===== src/hdl/sba_pkg.sv =====
`default_nettype none

package sba_pkg;

	localparam int MAP_BYTES_DEF = 256;
	localparam logic [10:0] SECTOR_COUNT_RST = 11'd720;

	typedef enum logic [2:0] {
		KIND_LOAD   = 3'd0,
		KIND_READ   = 3'd1,
		KIND_QUERY  = 3'd2,
		KIND_USED   = 3'd3,
		KIND_FREE   = 3'd4,
		KIND_ALLOC  = 3'd5,
		KIND_COUNT  = 3'd6
	} kind_t;

	typedef enum logic [2:0] {
		ST_CLEAR,
		ST_IDLE,
		ST_BYTE,
		ST_BYTE2,
		ST_SCAN,
		ST_OUT
	} state_t;

	typedef struct packed {
		logic [10:0] sector_out;
		logic        is_used;
		logic [7:0]  byte_out;
		logic [11:0] free_count;
		logic        status;
	} result_t;

	// The most significant bit of a bitmap byte is its lowest sector.
	function automatic logic [7:0] bit_mask(input logic [2:0] k);
		return 8'h80 >> k;
	endfunction

endpackage

`default_nettype wire


===== src/hdl/sector_bitmap_allocator.sv =====
// Free-space bitmap allocator, first fit. A set bit in the bitmap means the
// sector is free; sector s sits in byte s/8, the byte's MSB being its lowest
// sector.
// Requests arrive on req_valid/req_stall with kind, sector, range_end,
// byte_index and byte_data; every request gives exactly one item on
// rsp_valid/rsp_stall. Fields a kind does not produce come back as zero.
// cfg_we writes sector_count, the upper bound of the allocation search; the
// user must see that it is written only while the block is idle, as the
// block itself does not enforce this. An unused kind or an empty count
// range goes from idle straight to ST_OUT; load passes through ST_BYTE, and
// read, query and mark through ST_BYTE and ST_BYTE2, before ST_OUT.
// Allocate and count stream the bitmap through the single read port of the
// map memory in ST_SCAN, one byte per cycle. One request is in work at a
// time, so a new item is accepted once the previous result has entered the
// output register, even while that result is still held there.
// After reset the map memory is cleared one byte per cycle, with req_stall
// high until the last byte is written; every sector then reads used.
// When the receiver stalls, the result stays in the output register and
// the next finished result waits in its state until the register frees.

`default_nettype none

module sector_bitmap_allocator #(
	parameter int MAP_BYTES = sba_pkg::MAP_BYTES_DEF
) (
	input  wire logic        clk,
	input  wire logic        arst_n,
	input  wire logic        cfg_we,
	input  wire logic [10:0] cfg_wdata,
	input  wire logic        req_valid,
	output logic             req_stall,
	input  wire logic [2:0]  kind,
	input  wire logic [10:0] sector,
	input  wire logic [11:0] range_end,
	input  wire logic [7:0]  byte_index,
	input  wire logic [7:0]  byte_data,
	output logic             rsp_valid,
	input  wire logic        rsp_stall,
	output logic [10:0]      sector_out,
	output logic             is_used,
	output logic [7:0]       byte_out,
	output logic [11:0]      free_count,
	output logic             status
);

	localparam int AW = (MAP_BYTES > 1) ? $clog2(MAP_BYTES) : 1;
	localparam logic [AW-1:0] LAST_ADDR = AW'(MAP_BYTES - 1);

	function automatic logic [AW-1:0] addr_of(input logic [7:0] b);
		logic [31:0] w;
		w = 32'(b);
		return w[AW-1:0];
	endfunction

	function automatic logic in_map(input logic [7:0] b);
		return 32'(b) < 32'(MAP_BYTES);
	endfunction

	sba_pkg::state_t state_q, state_d;

	logic [10:0] sector_count_q;
	logic [AW-1:0] clr_ptr_q;

	logic [7:0] mem [MAP_BYTES];
	logic [7:0] rdata_q;
	logic mem_we;
	logic [AW-1:0] mem_waddr, mem_raddr;
	logic [7:0] mem_wdata;

	// Latched request.
	logic [2:0]    kind_q;
	logic [10:0]   sec_q;
	logic [AW-1:0] addr_q;
	logic          ok_q;
	logic [7:0]    data_q;
	logic [11:0]   lo_q, hi_q;
	logic [7:0]    last_q;
	logic [11:0]   cnt_q;

	// Scan read pipeline.
	logic [8:0] rd_ptr_q;
	logic       dval_s1;
	logic [7:0] dbyte_s1;
	logic       issue;

	sba_pkg::result_t res_q, res_d, rsp_q;
	logic res_load;
	logic rsp_valid_q;
	logic accept;
	logic rsp_free;

	// Scan datapath.
	logic [7:0]  scan_d, range_m, hits;
	logic [3:0]  pop;
	logic [2:0]  pos;
	logic [11:0] s_k;

	// Current-request helpers.
	logic [7:0] bm;
	logic [7:0] cur_d;
	logic [11:0] count_last;

	assign accept    = req_valid && !req_stall;
	assign req_stall = (state_q != sba_pkg::ST_IDLE);
	assign rsp_free  = !rsp_valid_q || !rsp_stall;
	assign issue     = (rd_ptr_q <= {1'b0, last_q});
	assign bm        = sba_pkg::bit_mask(sec_q[2:0]);
	assign cur_d     = ok_q ? rdata_q : 8'h00;
	assign count_last = range_end - 12'd1;

	always_comb begin
		scan_d = in_map(dbyte_s1) ? rdata_q : 8'h00;
		for (int k = 0; k < 8; k++) begin
			s_k = {1'b0, dbyte_s1, 3'(k)};
			range_m[7 - k] = (s_k >= lo_q) && (s_k < hi_q);
		end
		hits = scan_d & range_m;
		pop = '0;
		pos = '0;
		for (int k = 7; k >= 0; k--) begin
			pop = pop + 4'(hits[k]);
			if (hits[7 - k]) begin
				pos = 3'(k);
			end
		end
	end

	always_ff @(posedge clk or negedge arst_n) begin
		if (!arst_n) begin
			state_q <= sba_pkg::ST_CLEAR;
		end else begin
			state_q <= state_d;
		end
	end

	always_comb begin
		state_d   = state_q;
		mem_we    = 1'b0;
		mem_waddr = addr_q;
		mem_wdata = '0;
		mem_raddr = addr_q;
		res_load  = 1'b0;
		res_d     = '0;
		unique case (state_q)
			sba_pkg::ST_CLEAR: begin
				mem_we    = 1'b1;
				mem_waddr = clr_ptr_q;
				if (clr_ptr_q == LAST_ADDR) begin
					state_d = sba_pkg::ST_IDLE;
				end
			end
			sba_pkg::ST_IDLE: begin
				if (accept) begin
					case (kind) inside
						sba_pkg::KIND_LOAD, sba_pkg::KIND_READ, sba_pkg::KIND_QUERY,
						sba_pkg::KIND_USED, sba_pkg::KIND_FREE: begin
							state_d = sba_pkg::ST_BYTE;
						end
						sba_pkg::KIND_ALLOC: begin
							state_d = sba_pkg::ST_SCAN;
						end
						sba_pkg::KIND_COUNT: begin
							if (range_end <= {1'b0, sector}) begin
								res_load = 1'b1;
								state_d  = sba_pkg::ST_OUT;
							end else begin
								state_d = sba_pkg::ST_SCAN;
							end
						end
						default: begin
							res_load = 1'b1;
							state_d  = sba_pkg::ST_OUT;
						end
					endcase
				end
			end
			sba_pkg::ST_BYTE: begin
				if (kind_q == sba_pkg::KIND_LOAD) begin
					mem_we    = ok_q;
					mem_wdata = data_q;
					res_load  = 1'b1;
					state_d   = sba_pkg::ST_OUT;
				end else begin
					state_d = sba_pkg::ST_BYTE2;
				end
			end
			sba_pkg::ST_BYTE2: begin
				res_load = 1'b1;
				state_d  = sba_pkg::ST_OUT;
				case (kind_q)
					sba_pkg::KIND_READ: begin
						res_d.byte_out = cur_d;
					end
					sba_pkg::KIND_QUERY: begin
						res_d.is_used = ((cur_d & bm) == 8'h00);
					end
					sba_pkg::KIND_USED: begin
						mem_we    = ok_q;
						mem_wdata = rdata_q & ~bm;
					end
					sba_pkg::KIND_FREE: begin
						mem_we    = ok_q;
						mem_wdata = rdata_q | bm;
					end
					default: begin
					end
				endcase
			end
			sba_pkg::ST_SCAN: begin
				mem_raddr = addr_of(rd_ptr_q[7:0]);
				if (dval_s1) begin
					if (kind_q == sba_pkg::KIND_ALLOC) begin
						if (hits != 8'h00) begin
							// First free sector: claim it in place.
							mem_we           = 1'b1;
							mem_waddr        = addr_of(dbyte_s1);
							mem_wdata        = rdata_q & ~sba_pkg::bit_mask(pos);
							res_load         = 1'b1;
							res_d.sector_out = {dbyte_s1, pos};
							state_d          = sba_pkg::ST_OUT;
						end else if (dbyte_s1 == last_q) begin
							res_load     = 1'b1;
							res_d.status = 1'b1;
							state_d      = sba_pkg::ST_OUT;
						end
					end else if (dbyte_s1 == last_q) begin
						res_load         = 1'b1;
						res_d.free_count = cnt_q + 12'(pop);
						state_d          = sba_pkg::ST_OUT;
					end
				end
			end
			sba_pkg::ST_OUT: begin
				if (rsp_free) begin
					state_d = sba_pkg::ST_IDLE;
				end
			end
			default: begin
				state_d = sba_pkg::ST_IDLE;
			end
		endcase
	end

	always_ff @(posedge clk) begin
		if (mem_we) begin
			mem[mem_waddr] <= mem_wdata;
		end
		rdata_q <= mem[mem_raddr];
	end

	always_ff @(posedge clk or negedge arst_n) begin
		if (!arst_n) begin
			sector_count_q <= sba_pkg::SECTOR_COUNT_RST;
			clr_ptr_q      <= '0;
			dval_s1        <= 1'b0;
			rsp_valid_q    <= 1'b0;
		end else begin
			if (cfg_we) begin
				sector_count_q <= cfg_wdata;
			end
			if (state_q == sba_pkg::ST_CLEAR) begin
				clr_ptr_q <= clr_ptr_q + AW'(1);
			end
			if (state_q == sba_pkg::ST_SCAN && !accept) begin
				dval_s1 <= issue;
			end else begin
				dval_s1 <= 1'b0;
			end
			if (state_q == sba_pkg::ST_OUT && rsp_free) begin
				rsp_valid_q <= 1'b1;
			end else if (!rsp_stall) begin
				rsp_valid_q <= 1'b0;
			end
		end
	end

	always_ff @(posedge clk) begin
		if (accept) begin
			kind_q   <= kind;
			sec_q    <= sector;
			data_q   <= byte_data;
			cnt_q    <= '0;
			if (kind == sba_pkg::KIND_LOAD || kind == sba_pkg::KIND_READ) begin
				addr_q <= addr_of(byte_index);
				ok_q   <= in_map(byte_index);
			end else begin
				addr_q <= addr_of(sector[10:3]);
				ok_q   <= in_map(sector[10:3]);
			end
			if (kind == sba_pkg::KIND_ALLOC) begin
				lo_q     <= 12'd1;
				hi_q     <= {1'b0, sector_count_q} + 12'd1;
				last_q   <= sector_count_q[10:3];
				rd_ptr_q <= '0;
			end else begin
				lo_q     <= {1'b0, sector};
				hi_q     <= range_end;
				// A range that ends past the last sector stops at the last byte.
				last_q   <= count_last[11] ? 8'hFF : count_last[10:3];
				rd_ptr_q <= {1'b0, sector[10:3]};
			end
		end else if (state_q == sba_pkg::ST_SCAN) begin
			dbyte_s1 <= rd_ptr_q[7:0];
			if (issue) begin
				rd_ptr_q <= rd_ptr_q + 9'd1;
			end
			if (dval_s1) begin
				cnt_q <= cnt_q + 12'(pop);
			end
		end
		if (res_load) begin
			res_q <= res_d;
		end
		if (state_q == sba_pkg::ST_OUT && rsp_free) begin
			rsp_q <= res_q;
		end
	end

	assign rsp_valid  = rsp_valid_q;
	assign sector_out = rsp_q.sector_out;
	assign is_used    = rsp_q.is_used;
	assign byte_out   = rsp_q.byte_out;
	assign free_count = rsp_q.free_count;
	assign status     = rsp_q.status;

	// The only write a scan makes is the claim of an allocated sector.
	a_scan_write_alloc: assert property (@(posedge clk) disable iff (!arst_n)
		(state_q == sba_pkg::ST_SCAN && mem_we) |-> (kind_q == sba_pkg::KIND_ALLOC))
		else $error("scan wrote the map outside an allocation");

	// A result leaving its holding state shows up on the output next cycle.
	a_out_handoff: assert property (@(posedge clk) disable iff (!arst_n)
		(state_q == sba_pkg::ST_OUT && rsp_free) |=> rsp_valid)
		else $error("finished item did not reach the output register");

	// Bytes in the read pipeline never run past the last byte of the range.
	a_scan_bound: assert property (@(posedge clk) disable iff (!arst_n)
		(state_q == sba_pkg::ST_SCAN && dval_s1) |-> (dbyte_s1 <= last_q))
		else $error("scan passed the end of its range");

	// A free count cannot exceed the width of the range it covers.
	a_count_bound: assert property (@(posedge clk) disable iff (!arst_n)
		(state_q == sba_pkg::ST_SCAN && res_load && kind_q == sba_pkg::KIND_COUNT)
		|-> (res_d.free_count <= hi_q - lo_q))
		else $error("free count larger than its range");

endmodule

`default_nettype wire


===== config.mk =====
export PLATFORM = sky130hd
export DESIGN_NAME = sector_bitmap_allocator
export DESIGN_NICKNAME = d
export VERILOG_FILES = /design/src/hdl/sba_pkg.sv /design/src/hdl/sector_bitmap_allocator.sv
export SDC_FILE = /design/constraint.sdc
export NUM_CORES = 2
export LEC_CHECK = 0
export CAP_MARGIN = 20
export CORE_MARGIN = 1.5
export CORE_UTILIZATION = 50
export CTS_BUF_LIST = sky130_fd_sc_hd__clkbuf_16
export DETAILED_ROUTE_END_ITERATION = 16
export DONT_BUFFER_PORTS = 1
export PLACE_DENSITY_LB_ADDON = 0.15
export SLEW_MARGIN = 20
export SYNTH_ARGS = -nofsm -noshare
export SYNTH_HDL_FRONTEND = slang
export SYNTH_SLANG_ARGS = --single-unit

===== constraint.sdc =====
create_clock -name clk -period 30.3 [get_ports clk]
set_clock_uncertainty 0.2 [all_clocks]
set_input_delay 1.515 -clock clk [delete_from_list [all_inputs] [get_ports clk]]
set_output_delay 1.515 -clock clk [all_outputs]
set_load 0.02 [all_outputs]

* After elaboration in Yosys (flattened, before gate mapping) *
Memory sizes are Yosys's and may differ from the RTL's. A register that Yosys moved wholly into a read port is not among the register bits.
Cells that the tools add are included.

storage, ports and cells
  register bits after elaboration = 173
  bits in writable memories = 2048
  bits of input ports = 58
  output and inout bits = 35
  logic and storage cells = 191
  memories = 1

memory list
  name  words  bits a word  rd ports  clocked after memory_dff  write ports  line                           RTL
  mem   256    8            1         1                         1            sector_bitmap_allocator.sv:64  logic [7:0] mem [MAP_BYTES];

cells by class
  $add $sub $neg = 12
  $lt $le $gt $ge = 18
  eq/ne operators = 24
  shift operators = 2
  multiplexer cells = 61
  bitwise operators = 12
  reduce and logical (&&, ||, !) cells = 35

operator list
  operator                                             number
  >= comparator 11 x 12 -> 1 bit                       8
  less-than comparator 11 x 12 -> 1 bit                8
  two-way mux 8 bit                                    12
  two-way mux 3 bit                                    17
  AND 8 bit                                            4
  case mux 8 bit (2 select lines)                      2
  two-way mux 9 bit                                    3
  case mux 8 bit (3 select lines)                      1
  two-way mux 1 bit                                    22
  == test 3 bit (second input constant)                7
  == test 3 x 2 -> 1 bit (second input constant)       6
  case mux 3 bit (6 select lines)                      1
  adder 4 x 1 -> 4 bit                                 4
  inverter 8 bit                                       2
  right shift 8 x 3 -> 8 bit (first input constant)    2
  adder 11 x 1 -> 12 bit (second input constant)       1
  adder 12 x 4 -> 12 bit                               1
  <= comparator 12 x 11 -> 1 bit                       1
  two-way mux 12 bit                                   1
  subtractor 12 x 1 -> 12 bit (second input constant)  1
  logical AND 1 bit                                    11
  AND reduction 2 bit                                  5
  adder 9 x 1 -> 9 bit (second input constant)         1
  == test 3 x 1 -> 1 bit (second input constant)       3
  other kinds (23)                                     40

* Depth between registers and ports, before layout *
  depth after elaboration = 18
  mapped depth = 22
  gate-level depth less buffers = 22

* Worst setup path after synthesis *
OpenSTA, ideal clock, no wires.

  path kind = reg-to-reg
  start = reg dbyte_s1[6]
  end = mem mem[0][2], data pin
  arrival time = 9.782 ns
  required time = 28.471 ns
  setup slack = 18.689 ns
  stages on the path, launching flop included = 11
  path buffers = 0
  clock period less this slack = 11.611 ns
  path through = edfxtp_1 -> ha_1 -> a211oi_2 -> nor3_1 -> o31ai_4 -> or3b_2 -> o21ai_0 -> a21oi_1 -> o21ai_0 -> nor2b_1 -> o221ai_1

on the way
  longest elaborated chain between the ends = 18
  elaborated cells between the ends (all ways) = 41
  those cells by class = 16 x order compare; 1 x shift; 12 x mux; 3 x bitwise; 9 x reduce/logical

RTL lines
  element                                                                                  line                            RTL
  start, declared                                                                          sector_bitmap_allocator.sv:83   logic [7:0] dbyte_s1;
  start signal, assigned                                                                   sector_bitmap_allocator.sv:303  dbyte_s1 <= rd_ptr_q[7:0];
  >= comparator 11 x 12 -> 1 bit or less-than comparator 11 x 12 -> 1 bit (tied branches)  sector_bitmap_allocator.sv:115  range_m[7 - k] = (s_k >= lo_q) && (s_k < hi_q);
  logical AND 1 bit                                                                        sector_bitmap_allocator.sv:115
  AND 8 bit *                                                                              sector_bitmap_allocator.sv:117  hits = scan_d & range_m;
  two-way mux 3 bit (8 in series)                                                          sector_bitmap_allocator.sv:122  if (hits[7 - k]) begin
  right shift 8 x 3 -> 8 bit                                                               sba_pkg.sv:37                   return 8'h80 >> k;
  inverter 8 bit                                                                           sector_bitmap_allocator.sv:217  mem_wdata = rdata_q & ~sba_pkg::bit_mask(pos);
  AND 8 bit                                                                                sector_bitmap_allocator.sv:217
  two-way mux 8 bit *                                                                      sector_bitmap_allocator.sv:213  if (hits != 8'h00) begin
  two-way mux 8 bit *                                                                      sector_bitmap_allocator.sv:212  if (kind_q == sba_pkg::KIND_ALLOC) begin
  two-way mux 8 bit *                                                                      sector_bitmap_allocator.sv:211  if (dval_s1) begin
  case mux 8 bit (3 select lines) *                                                        sector_bitmap_allocator.sv:144  unique case (state_q)
  named net mem_wdata[2]                                                                   sector_bitmap_allocator.sv:68   logic [7:0] mem_wdata;
  end, declared                                                                            sector_bitmap_allocator.sv:64

Mark *: on every way through the listed nets, which the timed path passes. The rest lies on a longest branch.

* Worst setup path after layout *
  start = reg state_q[0]
  end = reg rdata_q[3] (read register of mem)

on the way
  longest elaborated chain between the ends = 2

RTL lines
  element                 line                            RTL
  start, declared         sector_bitmap_allocator.sv:59   sba_pkg::state_t state_q, state_d;
  start signal, assigned  sector_bitmap_allocator.sv:130  state_q <= sba_pkg::ST_CLEAR;
  start signal, assigned  sector_bitmap_allocator.sv:132  state_q <= state_d;
  == test 3 bit           sector_bitmap_allocator.sv:144
  two-way mux 8 bit       sector_bitmap_allocator.sv:144
  end, declared           sector_bitmap_allocator.sv:65   logic [7:0] rdata_q;

Every way passes these cells.
A chain may end at the register's enable or synchronous reset.

==> summary.md <==
| Metric | Value |
|---|---|
| Outcome | `complete, no violations` |
| Crit path capture type | `flip-flop` |
| Yosys top cell area share | `72.5%` |
| DR vias | `47275` |
| Vias in the first global route | `47268` |
| Crit-path max FO | `102` |
| Main combinational cell family by area after synthesis | `multiplexers` |
| Syn_nets | `5007` |
| Simple-gate portion of the synthesized area | `7.39%` |
| Yosys Warn Count | `0` |
| Slew HR | `20.0%` |
| WHS | `0.152 ns` |
| Synth top area cells | `edfxtp_1, mux4_2, nand2_1` |
| Cell Rows | `155` |
| Proportion of synthesized area in mux cells | `13.5%` |
| WL/cell | `29.2 um` |
| Synth Area in Compound Gates | `2.47%` |
| Slew of the pin with the lowest slew margin | `1.19 ns` |
| Unique masters post-synth | `92` |
| RSZ-0062 raised after global routing | `false` |
| CTS tree | `done` |
| P&R area growth vs syn | `12.2%` |
| ANT nets after route | `0` |
| R2r setup slk | `22.05 ns` |
| Via/cell ratio | `6.21` |
| First-pass GRT wire length | `328 mm` |
| Cts bufs inserted | `222` |
| Layout Utilization | `56.7%` |
| Longest Clk Path Bufs | `3` |
| Synth Register Bits | `2228` |
| I/O Buffers | `0` |
| Total power | `5.98 mW` |
| Hold_buf cts | `0` |
| Post-synth top area cell | `edfxtp_1` |
| Reg2Reg Launch Point | `state_q[0]` |
| Prevailing post-synth register cell | `edfxtp_1` |
| DRT Pass-1 Iters | `6` |
| Leak | `27.8 nW` |
| CTS root buffer | `clkbuf_16` |
| Final Hold Fails | `0` |
| Final Wtd Congestion | `0.859` |
| Layout Nets | `5187` |
| Ports | `93` |
| Grt total ovfl | `0` |
| Die W | `428 um` |
| Final setup viols | `0` |
| Clock Latency Late Sink | `0.86 ns` |
| Max cap viols | `0` |
| Number of gates resized after CTS | `0` |
| Critical Path Start | `state_q[0]` |
| Detailed Route WL | `222 mm` |
| Critical path arrival | `8.82 ns` |
| Sequential area share after synthesis | `73.6%` |
| Setup TNS Final | `0 ns` |
| Die height | `428 um` |
| DR DRC count | `0` |
| Clk pin slew, worst setup/hold paths | `0.07 ns` |
| H-tree Lvls | `4` |
| Most common library cell in the layout ignoring fill and taps | `edfxtp_1` |
| IR drop worst, VDD | `54.4 uV` |
| Post-Syn Instances | `4898` |
| Die Area | `0.184 mm^2` |
| Postcts setup bufs | `0` |
| Initial Util | `50.5%` |
| XOR/XNOR share of the synthesized area | `0.494%` |
| Highest Clock Rate | `121 MHz` |
| Clock sink count | `2228` |
| Antenna diode count | `0` |
| Cell Pwr Density | `58.9 mW/mm^2` |
| Initial DRC count | `5049` |
| Synth Cell Area | `0.0905 mm^2` |
| Tmin final | `8.25 ns` |
| Share of post-route cells with drive strength above 1 | `23.8%` |
| Post-synth EDFFs | `2184` |
| Largest net degree at the start of global routing | `186` |
| Max Slew Vio Count | `0` |
| Post-Synth Adder-Cell Area | `0.747%` |
| Worst Hold Class | `in2async` |
| WS Path Type | `reg2reg` |
| Startpoint types | `flip-flop` |
| Tcrit/Tclk final | `27.2%` |
| Total GRT Usage | `24.3%` |
| Worst EP required | `30.87 ns` |
| Initial antenna violation count | `4` |
| Core Area | `0.179 mm^2` |
| Avg Cell Area, Syn | `18.5 um^2` |
| DPL Wire Length | `131 mm` |
| Synth async-reset ratio | `1.08%` |
| Commonest cells after routing, fill and taps aside | `edfxtp_1, nand2_1, mux4_2, nand3_1, buf_4` |
-- report_power, final --
group          internal, mW  leakage (nW)  total (mW)  switching, mW
Clock                  1.47          3.64        2.63           1.16
Sequential             3.33          15.6        3.34        0.00234
Combinational       0.00645          8.58      0.0135        0.00707
Total                  4.81          27.8        5.98           1.17
-- per-layer routing --
layer	vias up	wire length, um	global-route usage [%]
met5	-	13	0
met4	2	6120	7.09
met3	335	15800	3.65
met2	1826	106000	37.9
met1	24946	94800	35.8
li1	20166	-	-
-- metrics by stage --
stage | instance area (um^2) | setup WS, ns | instances
after floorplan | 90500 | 18.69 | 4898
after global placement | 94300 | 21.93 | 7205
after detailed placement | 94400 | 21.84 | 7205
after CTS | 101000 | 21.84 | 7613
after global routing | 102000 | 21.26 | 7617
final | 102000 | 22.05 | 7617
-- sequential cells by signal (all words and copies together), names as in the netlist, 9 cells and up --
register        flops
mem              2048
rd_ptr_q            9
free_count         12
res_q              33
cnt_q              12
sector_count_q     11
hi_q               12
lo_q               11
sector_out         11
-- kinds of logic (layout without fill, tap and decap cells) --
family,Yosys count,in the layout
flip-flops,2228,2228
AO/OA/AOI/OAI,308,308
buffers and inverters,354,718
multiplexers,581,581
XOR/XNOR,51,51
AND/OR/NAND/NOR,1325,1325
adder cells (fa/ha/maj),51,51
-- path summary, 6_finish.rpt --
check,endpoint,depth (start not counted)
worst min-delay path,sector_count_q[5],0
max in group asynchronous,sector_count_q[4],0
min in group clk,free_count[5],0
worst max-delay path,rdata_q[3],16
worst min register to register,free_count[5],0
worst max register to register,rdata_q[3],16
-- synthesized netlist by cell type (17+ instances only) --
master and instances:
and3_1 25, nor2_1 94, xnor2_1 20, nand3_1 235, dfxtp_1 20, nor3_2 80, a21oi_1 80, mux2i_1 50
edfxtp_1 2184, buf_4 36, nor3_1 141, mux2_2 18, nand2_1 556, buf_2 91, a31oi_1 27, ha_1 46
nand4_1 17, o21ai_0 51, mux4_2 512, inv_1 58, and2_1 31, buf_1 41, dfrtp_1 20, clkbuf_1 123
nor4_1 79, xor2_1 31
-- layout make-up --
| class | instances | area (um^2) |
|---|---|---|
| Multi-Input combinational cell | 2316 | 22700 |
| Inverter | 59 | 221 |
| Clock inverter | 185 | 1400 |
| Sequential cell | 2228 | 66600 |
| Tap cell | 2355 | 2950 |
| Fill cell | 13602 | 77700 |
| Clock buffer | 223 | 5580 |
| Timing Repair Buffer | 251 | 2060 |
-- critical path, cell delays in order (launching register included) --
cell	delay, ns
dfrtp_1	0.49
nor2_2	0.31
nand2_1	0.23
inv_2	0.62
mux2i_4	0.33
buf_4	0.63
buf_12	0.65
buf_4	0.78
buf_4	0.75
buf_12	0.65
buf_4	0.68
mux4_2	0.37
nand2_1	0.06
nand3_1	0.11
a21oi_1	0.13
or4_1	0.51
nor3_1	0.19
No activity file was read; power rests on OpenSTA's default activity.
